**config.mk**
```make
export PLATFORM = sky130hd
export DESIGN_NAME = sstf_disk_request_scheduler
export DESIGN_NICKNAME = d
export VERILOG_FILES = /design/src/design/sstf_pkg.sv /design/src/design/sstf_disk_request_scheduler.sv /design/src/design/sstf_cell.sv
export SDC_FILE = /design/constraint.sdc
export NUM_CORES = 2
export LEC_CHECK = 0
export BUFFER_PORTS_ARGS = -buffer_cell sky130_fd_sc_hd__buf_2
export CORE_MARGIN = 1.5
export CORE_UTILIZATION = 46
export CTS_CLUSTER_DIAMETER = 150
export DETAILED_ROUTE_END_ITERATION = 6
export GPL_TIMING_DRIVEN = 0
export SETUP_SLACK_MARGIN = 0.2
export SYNTH_ARGS = -nofsm -noshare
export SYNTH_HDL_FRONTEND = slang
export SYNTH_SLANG_ARGS = --single-unit
```
**constraint.sdc**
```tcl
create_clock -name i_clk -period 9.43 [get_ports i_clk]
set_input_delay 0 -clock i_clk [delete_from_list [all_inputs] [get_ports i_clk]]
set_output_delay 0 -clock i_clk [all_outputs]
set_load 0.005 [all_outputs]
```
**src/design/sstf_pkg.sv**
```systemverilog
// ============================================================================
// SSTF scheduler package
// Shared codes for the shortest-seek-time-first request scheduler: status
// codes, input modes, register indexes and the command that steers the cells.
// ============================================================================
package sstf_pkg;

    // Fixed widths of the item fields and registers.
    localparam int REQ_W    = 4;
    localparam int FTRACK_W = 16;
    localparam int CAP_W    = 5;
    localparam int PCOUNT_W = 5;

    // Capacity register value after reset.
    localparam logic [CAP_W-1:0] CAPACITY_RESET = 5'd16;

    // Input item modes.
    localparam logic MODE_SUBMIT   = 1'b0;
    localparam logic MODE_DISPATCH = 1'b1;

    // Register indexes, taken from paddr[2].
    localparam logic REG_CAPACITY    = 1'b0;
    localparam logic REG_START_TRACK = 1'b1;

    // Result status codes.
    typedef enum logic [2:0] {
        ST_ACCEPTED   = 3'd0,
        ST_FULL       = 3'd1,
        ST_DUPLICATE  = 3'd2,
        ST_DISPATCHED = 3'd3,
        ST_EMPTY      = 3'd4
    } t_status;

    // Table update broadcast to every cell.
    typedef enum logic [1:0] {
        OP_NONE,
        OP_LOAD,
        OP_REMOVE
    } t_cell_op;

endpackage

```
**src/design/sstf_disk_request_scheduler.sv**
```systemverilog
// ============================================================================
// SSTF disk request scheduler: an accepted item waits in the scan state while
// the search chain settles, then is closed with a result word; the next word is
// taken only back in idle, after that close. A result left waiting holds the
// close of the next item until it is taken.
// Synchronous reset empties the table, sets capacity 16 and head track 0.
// ============================================================================
module sstf_disk_request_scheduler
    import sstf_pkg::*;
#(
    parameter int DEPTH      = 16,
    parameter int TRACK_BITS = 16
) (
    input  logic                i_clk,
    input  logic                i_rst_n,
    // Configuration port
    input  logic                psel,
    input  logic                penable,
    input  logic                pwrite,
    input  logic [2:0]          paddr,
    input  logic [31:0]         pwdata,
    output logic [31:0]         prdata,
    output logic                pready,
    // Input words
    input  logic                i_valid,
    output logic                o_ready,
    input  logic                i_mode,
    input  logic [REQ_W-1:0]    i_requester,
    input  logic [FTRACK_W-1:0] i_track,
    // Result words
    output logic                o_valid,
    input  logic                i_ready,
    output logic [2:0]          o_status,
    output logic [REQ_W-1:0]    o_served_requester,
    output logic [FTRACK_W-1:0] o_served_track,
    output logic [PCOUNT_W-1:0] o_pending_count
);

    localparam int CW = $clog2(DEPTH + 1);
    localparam int IW = (DEPTH > 1) ? $clog2(DEPTH) : 1;
    localparam int SW = $clog2(DEPTH + 1);
    localparam int LW = (CW > CAP_W) ? CW : CAP_W;

    typedef enum logic {
        S_IDLE,
        S_SCAN
    } t_state;

    t_state                r_state;
    logic [SW-1:0]         r_wait;
    logic                  r_mode;
    logic [REQ_W-1:0]      r_key_req;
    logic [TRACK_BITS-1:0] r_key_track;
    logic [TRACK_BITS-1:0] r_head;
    logic [CW-1:0]         r_count;
    logic [CAP_W-1:0]      r_capacity;
    logic [FTRACK_W-1:0]   r_start;

    logic                  r_out_valid;
    t_status               r_out_status;
    logic [REQ_W-1:0]      r_out_req;
    logic [FTRACK_W-1:0]   r_out_track;
    logic [PCOUNT_W-1:0]   r_out_count;

    logic                  n_out_valid;
    logic [CW-1:0]         n_count;
    logic [TRACK_BITS-1:0] n_head;

    // Cell entries; index DEPTH is the empty slot above the last cell.
    logic                  w_valid [DEPTH+1];
    logic [REQ_W-1:0]      w_req   [DEPTH+1];
    logic [TRACK_BITS-1:0] w_track [DEPTH+1];

    // Search chain links; index 0 is the seed, index DEPTH the result.
    logic                  ch_found [DEPTH+1];
    logic [TRACK_BITS-1:0] ch_dist  [DEPTH+1];
    logic [IW-1:0]         ch_idx   [DEPTH+1];
    logic [REQ_W-1:0]      ch_req   [DEPTH+1];
    logic [TRACK_BITS-1:0] ch_track [DEPTH+1];
    logic                  ch_dup   [DEPTH+1];

    t_cell_op              w_op;
    t_status               w_status;
    logic                  w_act;
    logic                  w_full;
    logic [LW-1:0]         w_limit;
    logic                  w_cfg_wr;

    assign w_valid[DEPTH] = 1'b0;
    assign w_req[DEPTH]   = '0;
    assign w_track[DEPTH] = '0;

    assign ch_found[0] = 1'b0;
    assign ch_dist[0]  = '0;
    assign ch_idx[0]   = '0;
    assign ch_req[0]   = '0;
    assign ch_track[0] = '0;
    assign ch_dup[0]   = 1'b0;

    // Row of cells, oldest entry in cell zero.
    for (genvar k = 0; k < DEPTH; k++) begin : g_cell
        sstf_cell #(
            .DEPTH      (DEPTH),
            .TRACK_BITS (TRACK_BITS),
            .IDX        (k)
        ) u_cell (
            .i_clk        (i_clk),
            .i_rst_n      (i_rst_n),
            .i_op         (w_op),
            .i_load_idx   (r_count),
            .i_remove_idx (ch_idx[DEPTH]),
            .i_load_req   (r_key_req),
            .i_load_track (r_key_track),
            .i_up_valid   (w_valid[k+1]),
            .i_up_req     (w_req[k+1]),
            .i_up_track   (w_track[k+1]),
            .o_valid      (w_valid[k]),
            .o_req        (w_req[k]),
            .o_track      (w_track[k]),
            .i_head       (r_head),
            .i_key_req    (r_key_req),
            .i_found      (ch_found[k]),
            .i_dist       (ch_dist[k]),
            .i_idx        (ch_idx[k]),
            .i_req        (ch_req[k]),
            .i_track      (ch_track[k]),
            .i_dup        (ch_dup[k]),
            .o_found      (ch_found[k+1]),
            .o_dist       (ch_dist[k+1]),
            .o_idx        (ch_idx[k+1]),
            .o_req_best   (ch_req[k+1]),
            .o_track_best (ch_track[k+1]),
            .o_dup        (ch_dup[k+1])
        );
    end

    // Effective limit is the capacity register clipped to the table depth.
    always_comb begin
        if (LW'(r_capacity) > LW'(DEPTH)) begin
            w_limit = LW'(DEPTH);
        end else begin
            w_limit = LW'(r_capacity);
        end
    end

    assign w_full = LW'(r_count) >= w_limit;

    // The chain has settled once the wait count runs out.
    assign w_act = (r_state == S_SCAN) && (r_wait == '0) && (!r_out_valid || i_ready);

    // Decide the outcome of the item and the table update.
    always_comb begin
        w_op     = OP_NONE;
        w_status = ST_EMPTY;
        if (r_mode == MODE_SUBMIT) begin
            if (w_full) begin
                w_status = ST_FULL;
            end else if (ch_dup[DEPTH]) begin
                w_status = ST_DUPLICATE;
            end else begin
                w_status = ST_ACCEPTED;
                w_op     = w_act ? OP_LOAD : OP_NONE;
            end
        end else if (ch_found[DEPTH]) begin
            w_status = ST_DISPATCHED;
            w_op     = w_act ? OP_REMOVE : OP_NONE;
        end
    end

    assign w_cfg_wr = psel && penable && pwrite;

    // Next result flag, pending count and head track; writing the start
    // track also moves the head.
    always_comb begin
        n_out_valid = r_out_valid;
        n_count     = r_count;
        n_head      = r_head;
        if (o_valid && i_ready) begin
            n_out_valid = 1'b0;
        end
        if (w_act) begin
            n_out_valid = 1'b1;
        end
        if (w_op == OP_LOAD) begin
            n_count = r_count + CW'(1);
        end else if (w_op == OP_REMOVE) begin
            n_count = r_count - CW'(1);
            n_head  = ch_track[DEPTH];
        end
        if (w_cfg_wr && (paddr[2] == REG_START_TRACK)) begin
            n_head = TRACK_BITS'(pwdata[FTRACK_W-1:0]);
        end
    end

    // Control state, head track, registers and the result word.
    always_ff @(posedge i_clk) begin
        if (!i_rst_n) begin
            r_state     <= S_IDLE;
            r_wait      <= '0;
            r_count     <= '0;
            r_head      <= '0;
            r_capacity  <= CAPACITY_RESET;
            r_start     <= '0;
            r_out_valid <= 1'b0;
        end else begin
            r_out_valid <= n_out_valid;
            r_count     <= n_count;
            r_head      <= n_head;

            unique case (r_state)
                S_IDLE: begin
                    if (i_valid) begin
                        r_state     <= S_SCAN;
                        r_wait      <= SW'(DEPTH);
                        r_mode      <= i_mode;
                        r_key_req   <= i_requester;
                        r_key_track <= TRACK_BITS'(i_track);
                    end
                end
                S_SCAN: begin
                    if (r_wait != '0) begin
                        r_wait <= r_wait - SW'(1);
                    end else if (w_act) begin
                        r_state      <= S_IDLE;
                        r_out_status <= w_status;
                        r_out_req    <= (w_op == OP_REMOVE) ? ch_req[DEPTH] : '0;
                        r_out_track  <= (w_op == OP_REMOVE) ? FTRACK_W'(ch_track[DEPTH])
                                                            : FTRACK_W'(r_head);
                        r_out_count  <= PCOUNT_W'(n_count);
                    end
                end
                default: begin
                    r_state <= S_IDLE;
                end
            endcase

            // Register writes.
            if (w_cfg_wr) begin
                unique case (paddr[2])
                    REG_CAPACITY: begin
                        r_capacity <= pwdata[CAP_W-1:0];
                    end
                    REG_START_TRACK: begin
                        r_start <= pwdata[FTRACK_W-1:0];
                    end
                endcase
            end
        end
    end

    // Register read-back.
    assign prdata = (paddr[2] == REG_START_TRACK) ? 32'(r_start) : 32'(r_capacity);
    assign pready = 1'b1;

    assign o_ready            = (r_state == S_IDLE);
    assign o_valid            = r_out_valid;
    assign o_status           = r_out_status;
    assign o_served_requester = r_out_req;
    assign o_served_track     = r_out_track;
    assign o_pending_count    = r_out_count;

endmodule

```
**src/design/sstf_cell.sv**
```systemverilog
// ============================================================================
// SSTF table cell
// Holds one pending request and forms one link of two compare chains: the
// nearest-track search and the duplicate-requester search. Entries are kept
// in arrival order, so on removal the cell at the hole and each cell above it
// take their upper neighbor's entry.
// ============================================================================
module sstf_cell
    import sstf_pkg::*;
#(
    parameter int DEPTH      = 16,
    parameter int TRACK_BITS = 16,
    parameter int IDX        = 0,
    localparam int CW = $clog2(DEPTH + 1),
    localparam int IW = (DEPTH > 1) ? $clog2(DEPTH) : 1
) (
    input  logic                  i_clk,
    input  logic                  i_rst_n,
    // Table update
    input  t_cell_op              i_op,
    input  logic [CW-1:0]         i_load_idx,
    input  logic [IW-1:0]         i_remove_idx,
    input  logic [REQ_W-1:0]      i_load_req,
    input  logic [TRACK_BITS-1:0] i_load_track,
    // Entry of the upper neighbor, and this cell's entry
    input  logic                  i_up_valid,
    input  logic [REQ_W-1:0]      i_up_req,
    input  logic [TRACK_BITS-1:0] i_up_track,
    output logic                  o_valid,
    output logic [REQ_W-1:0]      o_req,
    output logic [TRACK_BITS-1:0] o_track,
    // Search keys
    input  logic [TRACK_BITS-1:0] i_head,
    input  logic [REQ_W-1:0]      i_key_req,
    // Search chain from the older neighbor
    input  logic                  i_found,
    input  logic [TRACK_BITS-1:0] i_dist,
    input  logic [IW-1:0]         i_idx,
    input  logic [REQ_W-1:0]      i_req,
    input  logic [TRACK_BITS-1:0] i_track,
    input  logic                  i_dup,
    // Search chain to the younger neighbor
    output logic                  o_found,
    output logic [TRACK_BITS-1:0] o_dist,
    output logic [IW-1:0]         o_idx,
    output logic [REQ_W-1:0]      o_req_best,
    output logic [TRACK_BITS-1:0] o_track_best,
    output logic                  o_dup
);

    logic                  r_valid;
    logic [REQ_W-1:0]      r_req;
    logic [TRACK_BITS-1:0] r_track;

    logic                  r_found;
    logic [TRACK_BITS-1:0] r_dist;
    logic [IW-1:0]         r_idx;
    logic [REQ_W-1:0]      r_best_req;
    logic [TRACK_BITS-1:0] r_best_track;
    logic                  r_dup;

    logic                  w_load;
    logic                  w_shift;
    logic [TRACK_BITS-1:0] w_own_dist;
    logic                  w_take;

    assign w_load  = (i_op == OP_LOAD) && (i_load_idx == CW'(IDX));
    assign w_shift = (i_op == OP_REMOVE) && (IW'(IDX) >= i_remove_idx);

    // Seek distance from the head to this entry's track.
    assign w_own_dist = (r_track >= i_head) ? (r_track - i_head) : (i_head - r_track);

    // Strictly nearer wins; on a tie the older entry already in the chain stays.
    assign w_take = r_valid && (!i_found || (w_own_dist < i_dist));

    // Entry storage.
    always_ff @(posedge i_clk) begin
        if (!i_rst_n) begin
            r_valid <= 1'b0;
        end else if (w_load) begin
            r_valid <= 1'b1;
            r_req   <= i_load_req;
            r_track <= i_load_track;
        end else if (w_shift) begin
            r_valid <= i_up_valid;
            r_req   <= i_up_req;
            r_track <= i_up_track;
        end
    end

    // One stage of each search chain.
    always_ff @(posedge i_clk) begin
        if (!i_rst_n) begin
            r_found <= 1'b0;
            r_dup   <= 1'b0;
        end else begin
            r_dup <= i_dup || (r_valid && (r_req == i_key_req));
            if (w_take) begin
                r_found      <= 1'b1;
                r_dist       <= w_own_dist;
                r_idx        <= IW'(IDX);
                r_best_req   <= r_req;
                r_best_track <= r_track;
            end else begin
                r_found      <= i_found;
                r_dist       <= i_dist;
                r_idx        <= i_idx;
                r_best_req   <= i_req;
                r_best_track <= i_track;
            end
        end
    end

    assign o_valid      = r_valid;
    assign o_req        = r_req;
    assign o_track      = r_track;
    assign o_found      = r_found;
    assign o_dist       = r_dist;
    assign o_idx        = r_idx;
    assign o_req_best   = r_best_req;
    assign o_track_best = r_best_track;
    assign o_dup        = r_dup;

endmodule

```
==> impl_metrics.tcl <==
set metrics [dict create \
    max-cap-violations 7 \
    die_area_mm2 0.1608 \
    number_of_vias_after_detailed_routing 57470 \
    cts.repair.resized 0 \
    final_design_area_no_fill_mm2 0.08170 \
    port-buffer-count 90 \
    ys_warn_count 0 \
    power.density_cell_area_mw_per_mm2 138.3 \
    drt_iter0_drc 6316 \
    grt_pass1_vias 54690 \
    required_ns 9.94 \
    clock_sinks 1075 \
    hold_violations 0 \
    crit_arrival_ns 8.57 \
    area_share_of_the_leading_cell_type_in_the_synthesized_netlist 0.4030 \
    critical_path_class "reg2reg" \
    gr-usage-all-layers 0.3187 \
    finalSetupViolations 0 \
    peakVddDrop_mv 0.1534 \
    final_antenna_net_count 0 \
    final_max_slew_viol_count 56 \
    timing.fmax_mhz 124.1 \
    detailed_route_wl_mm 263.1 \
    gpl.final_weighted_congestion 0.9434 \
    die_boundary_height_um 401.0 \
    insertion_delay_ns 0.79 \
    tritoncts "built" \
    drt_pre_antenna_iters 6 \
    boundaryPins 126 \
    fill_cells 14120 \
    post-route-min-period_ns 8.057 \
    clkTransAtPathRegs_ns 0.06 \
    deepest_clock_path_buffer_count 3 \
    setup_tns_ns 0 \
    cp_max_fo 10 \
    timing.hold.ws_ns 0.04837 \
    globalRoute.totalOverflow 0 \
    floorplan.core_area_mm2 0.1568 \
    failed_checks "max-capacitance violations, max-slew violations" \
    synth_seq_area_share 0.4297 \
    number_of_flops_mapped_to_enable_cells_by_yosys 978 \
    period_share 0.8544 \
    postSynthAreaPerCell_um2 10.33 \
    detailed_place_hpwl_mm 204.4 \
    critical_path.startpoint_type "flop" \
    synth.top_cells.by_area "edfxtp_1 (40%), ha_1 (13%), mux2_2 (7.9%)" \
    drc_markers 0 \
    outcome "finished, violations left" \
    via_per_inst 6.006 \
    synthesis_to_layout_area_growth_pct 12.12 \
    clock_root_cell "clkbuf_16" \
    grt_antenna_before_repair 18 \
    first_pass_grt_wire_length_mm 376.0 \
    setup_repair_after_global_routing_missed_its_margin "no" \
    numnets_final 8224 \
    numCtsBuffers 116 \
    yosys.cell_types.count 86 \
    postSynth.asyncResetShare 0 \
    crit_path_end_kind "flop" \
    min_path_type "in2reg" \
    dp_cells 9268 \
    max_slew.worst_pin.slew_ns 1.619 \
    initial_core_util 0.4649 \
    netlist_area_mm2 0.07287 \
    std_cell_rows 145 \
    post_synth_inst_count 7056 \
    cellLeakagePower_uw 0.03372 \
    skew_ns 0.05064 \
    stdcell_count 9568 \
    dpl-instance-area_mm2 0.07716 \
    synth-seq-cells 1075 \
    drt-wirelength-per-cell_um 27.50 \
    grt_max_degree 109 \
    prevailing_post_synth_register_cell "edfxtp_1" \
    die_w_um 401.0 \
    cts_max_level 3 \
    drive_above_1_share 0.1308 \
    netlist.top_cell.by_area "edfxtp_1" \
    post_route_total_power_uw 11300 \
    relSlewSlack -0.07904 \
]
[path summary, 6_finish.rpt]
kind	startpoint	to	slack, ns	cells past startpoint
min reg2reg	g_cell[0].u_cell.o_dup	g_cell[1].u_cell.o_dup	0.41	2
min	pwdata[13]	r_head[13]	0.05	4
max	r_head[6]	g_cell[2].u_cell.o_dist[11]	1.37	23
max reg2reg	r_head[6]	g_cell[2].u_cell.o_dist[11]	1.37	23
[repair_timing]
| action | 4_1_cts | 5_1_grt |
|---|---|---|
| setup buffers | 0 | 0 |
| setup endpoints to repair | 0 | 0 |
| hold buffers | 68 | 0 |
| endpoints found under the hold margin | 183 | 0 |
[logic make-up after synthesis]
kind of cell,Yosys count,share of synthesized area
compound gates,1787,0.1514
other cells,2,0.0001031
mux,655,0.09880
xor+xnor,288,0.03462
simple gates,1506,0.09860
flops,1075,0.4297
buf+inv,978,0.05217
fa+ha+maj,765,0.1347
[cells in the final DEF, fill, tap and decap left out, drive strengths merged, types with 97 or more instances in the layout]
cell / count
a21o: 211
a21oi: 495
buf: 220
clkbuf: 441
dfxtp: 97
edfxtp: 978
ha: 733
inv: 607
mux2: 514
mux2i: 141
nand2: 492
nand3: 170
nor2: 312
o21ai: 563
xnor2: 158
xor2: 130
[power by group]
group	switching, uW	internal [uW]	leakage, uW
clock	2100	2580	0.00182
combinational	703	420	0.0218
sequential	121	5380	0.0101
total	2920	8380	0.0337
[layer usage]
metal | wire length, um | GRT usage | part of all wire
met5 | 46 | 0 | 0.00017
met3 | 21150 | 0.05336 | 0.080
met2 | 120200 | 0.5074 | 0.46
met4 | 12480 | 0.1372 | 0.047
met1 | 109300 | 0.4279 | 0.42
[registers in the layout, indices dropped and copies added, names as in the netlist]
signal and flops:
g_cell.u_cell.o_req 64, g_cell.u_cell.o_track 256, g_cell.u_cell.o_idx 49, g_cell.u_cell.o_dist 240, r_start 16, g_cell.u_cell.o_track_best 256, o_valid 1, r_count 5
r_capacity 5, r_mode 1, r_state 1, g_cell.u_cell.o_req_best 64, g_cell.u_cell.o_valid 16, o_pending_count 5, o_served_track 16, r_wait 5
g_cell.u_cell.o_dup 16, o_served_requester 4, r_head 16, r_key_req 4, r_key_track 16, o_status 3, g_cell.u_cell.o_found 16
[per-stage QoR]
stage            util  setup slack, ns
5_1_grt        0.5210           0.9683
4_1_cts        0.5210            1.552
3_5_place_dp   0.4923            1.562
6_report       0.5212            1.373
3_3_place_gp   0.4845           -4.702
2_1_floorplan       -            2.096
[area by class of cell]
type / instances / area, um^2 / share of cell area
flip-flops and latches: 1075 / 31330 / 0.3835
clock buffers: 148 / 3043 / 0.03725
well taps: 2058 / 2575 / 0.03152
repair buffers: 207 / 2272 / 0.02781
inverters: 604 / 2270 / 0.02778
clock inverters: 72 / 783.3 / 0.009587
diodes: 12 / 30.03 / 0.0003676
multi-input cells: 5018 / 37850 / 0.4633
plain buffers: 374 / 1543 / 0.01888
[cell usage after synthesis (43+ instances only)]
cell      instances
clkbuf_1        293
nand3_1         170
nand4_1          50
a21o_1          211
a211oi_1         49
nand2b_1         55
mux2i_1         141
o21ai_0         559
xnor2_1         158
nor3_1           95
edfxtp_1        978
a21oi_1         493
and3_1           47
ha_1            733
nor2_1          312
a31oi_1          64
mux2_2          513
and2_1           94
o211ai_1         43
xor2_1          130
nor2b_1          75
o21a_1           81
dfxtp_1          97
nand2_1         492
inv_1           600
[worst max-delay path: stages (launching register included)]
cell,delay (ns)
dfxtp_2,0.75
buf_16,0.24
inv_2,0.26
buf_16,0.27
ha_1,0.29
clkbuf_1,0.28
nand2_1,0.18
nor3_1,0.35
nor3b_1,0.47
o21ai_1,0.18
nand2_1,0.16
buf_2,0.30
buf_2,0.34
mux2_2,0.40
ha_1,0.27
a21boi_0,0.12
o21ai_0,0.14
nand2b_1,0.08
a21oi_1,0.15
o21ai_0,0.10
a221o_1,0.32
a31oi_1,0.91
clkbuf_1,0.71
mux2_2,0.44
(Power assumes the default switching activity.)
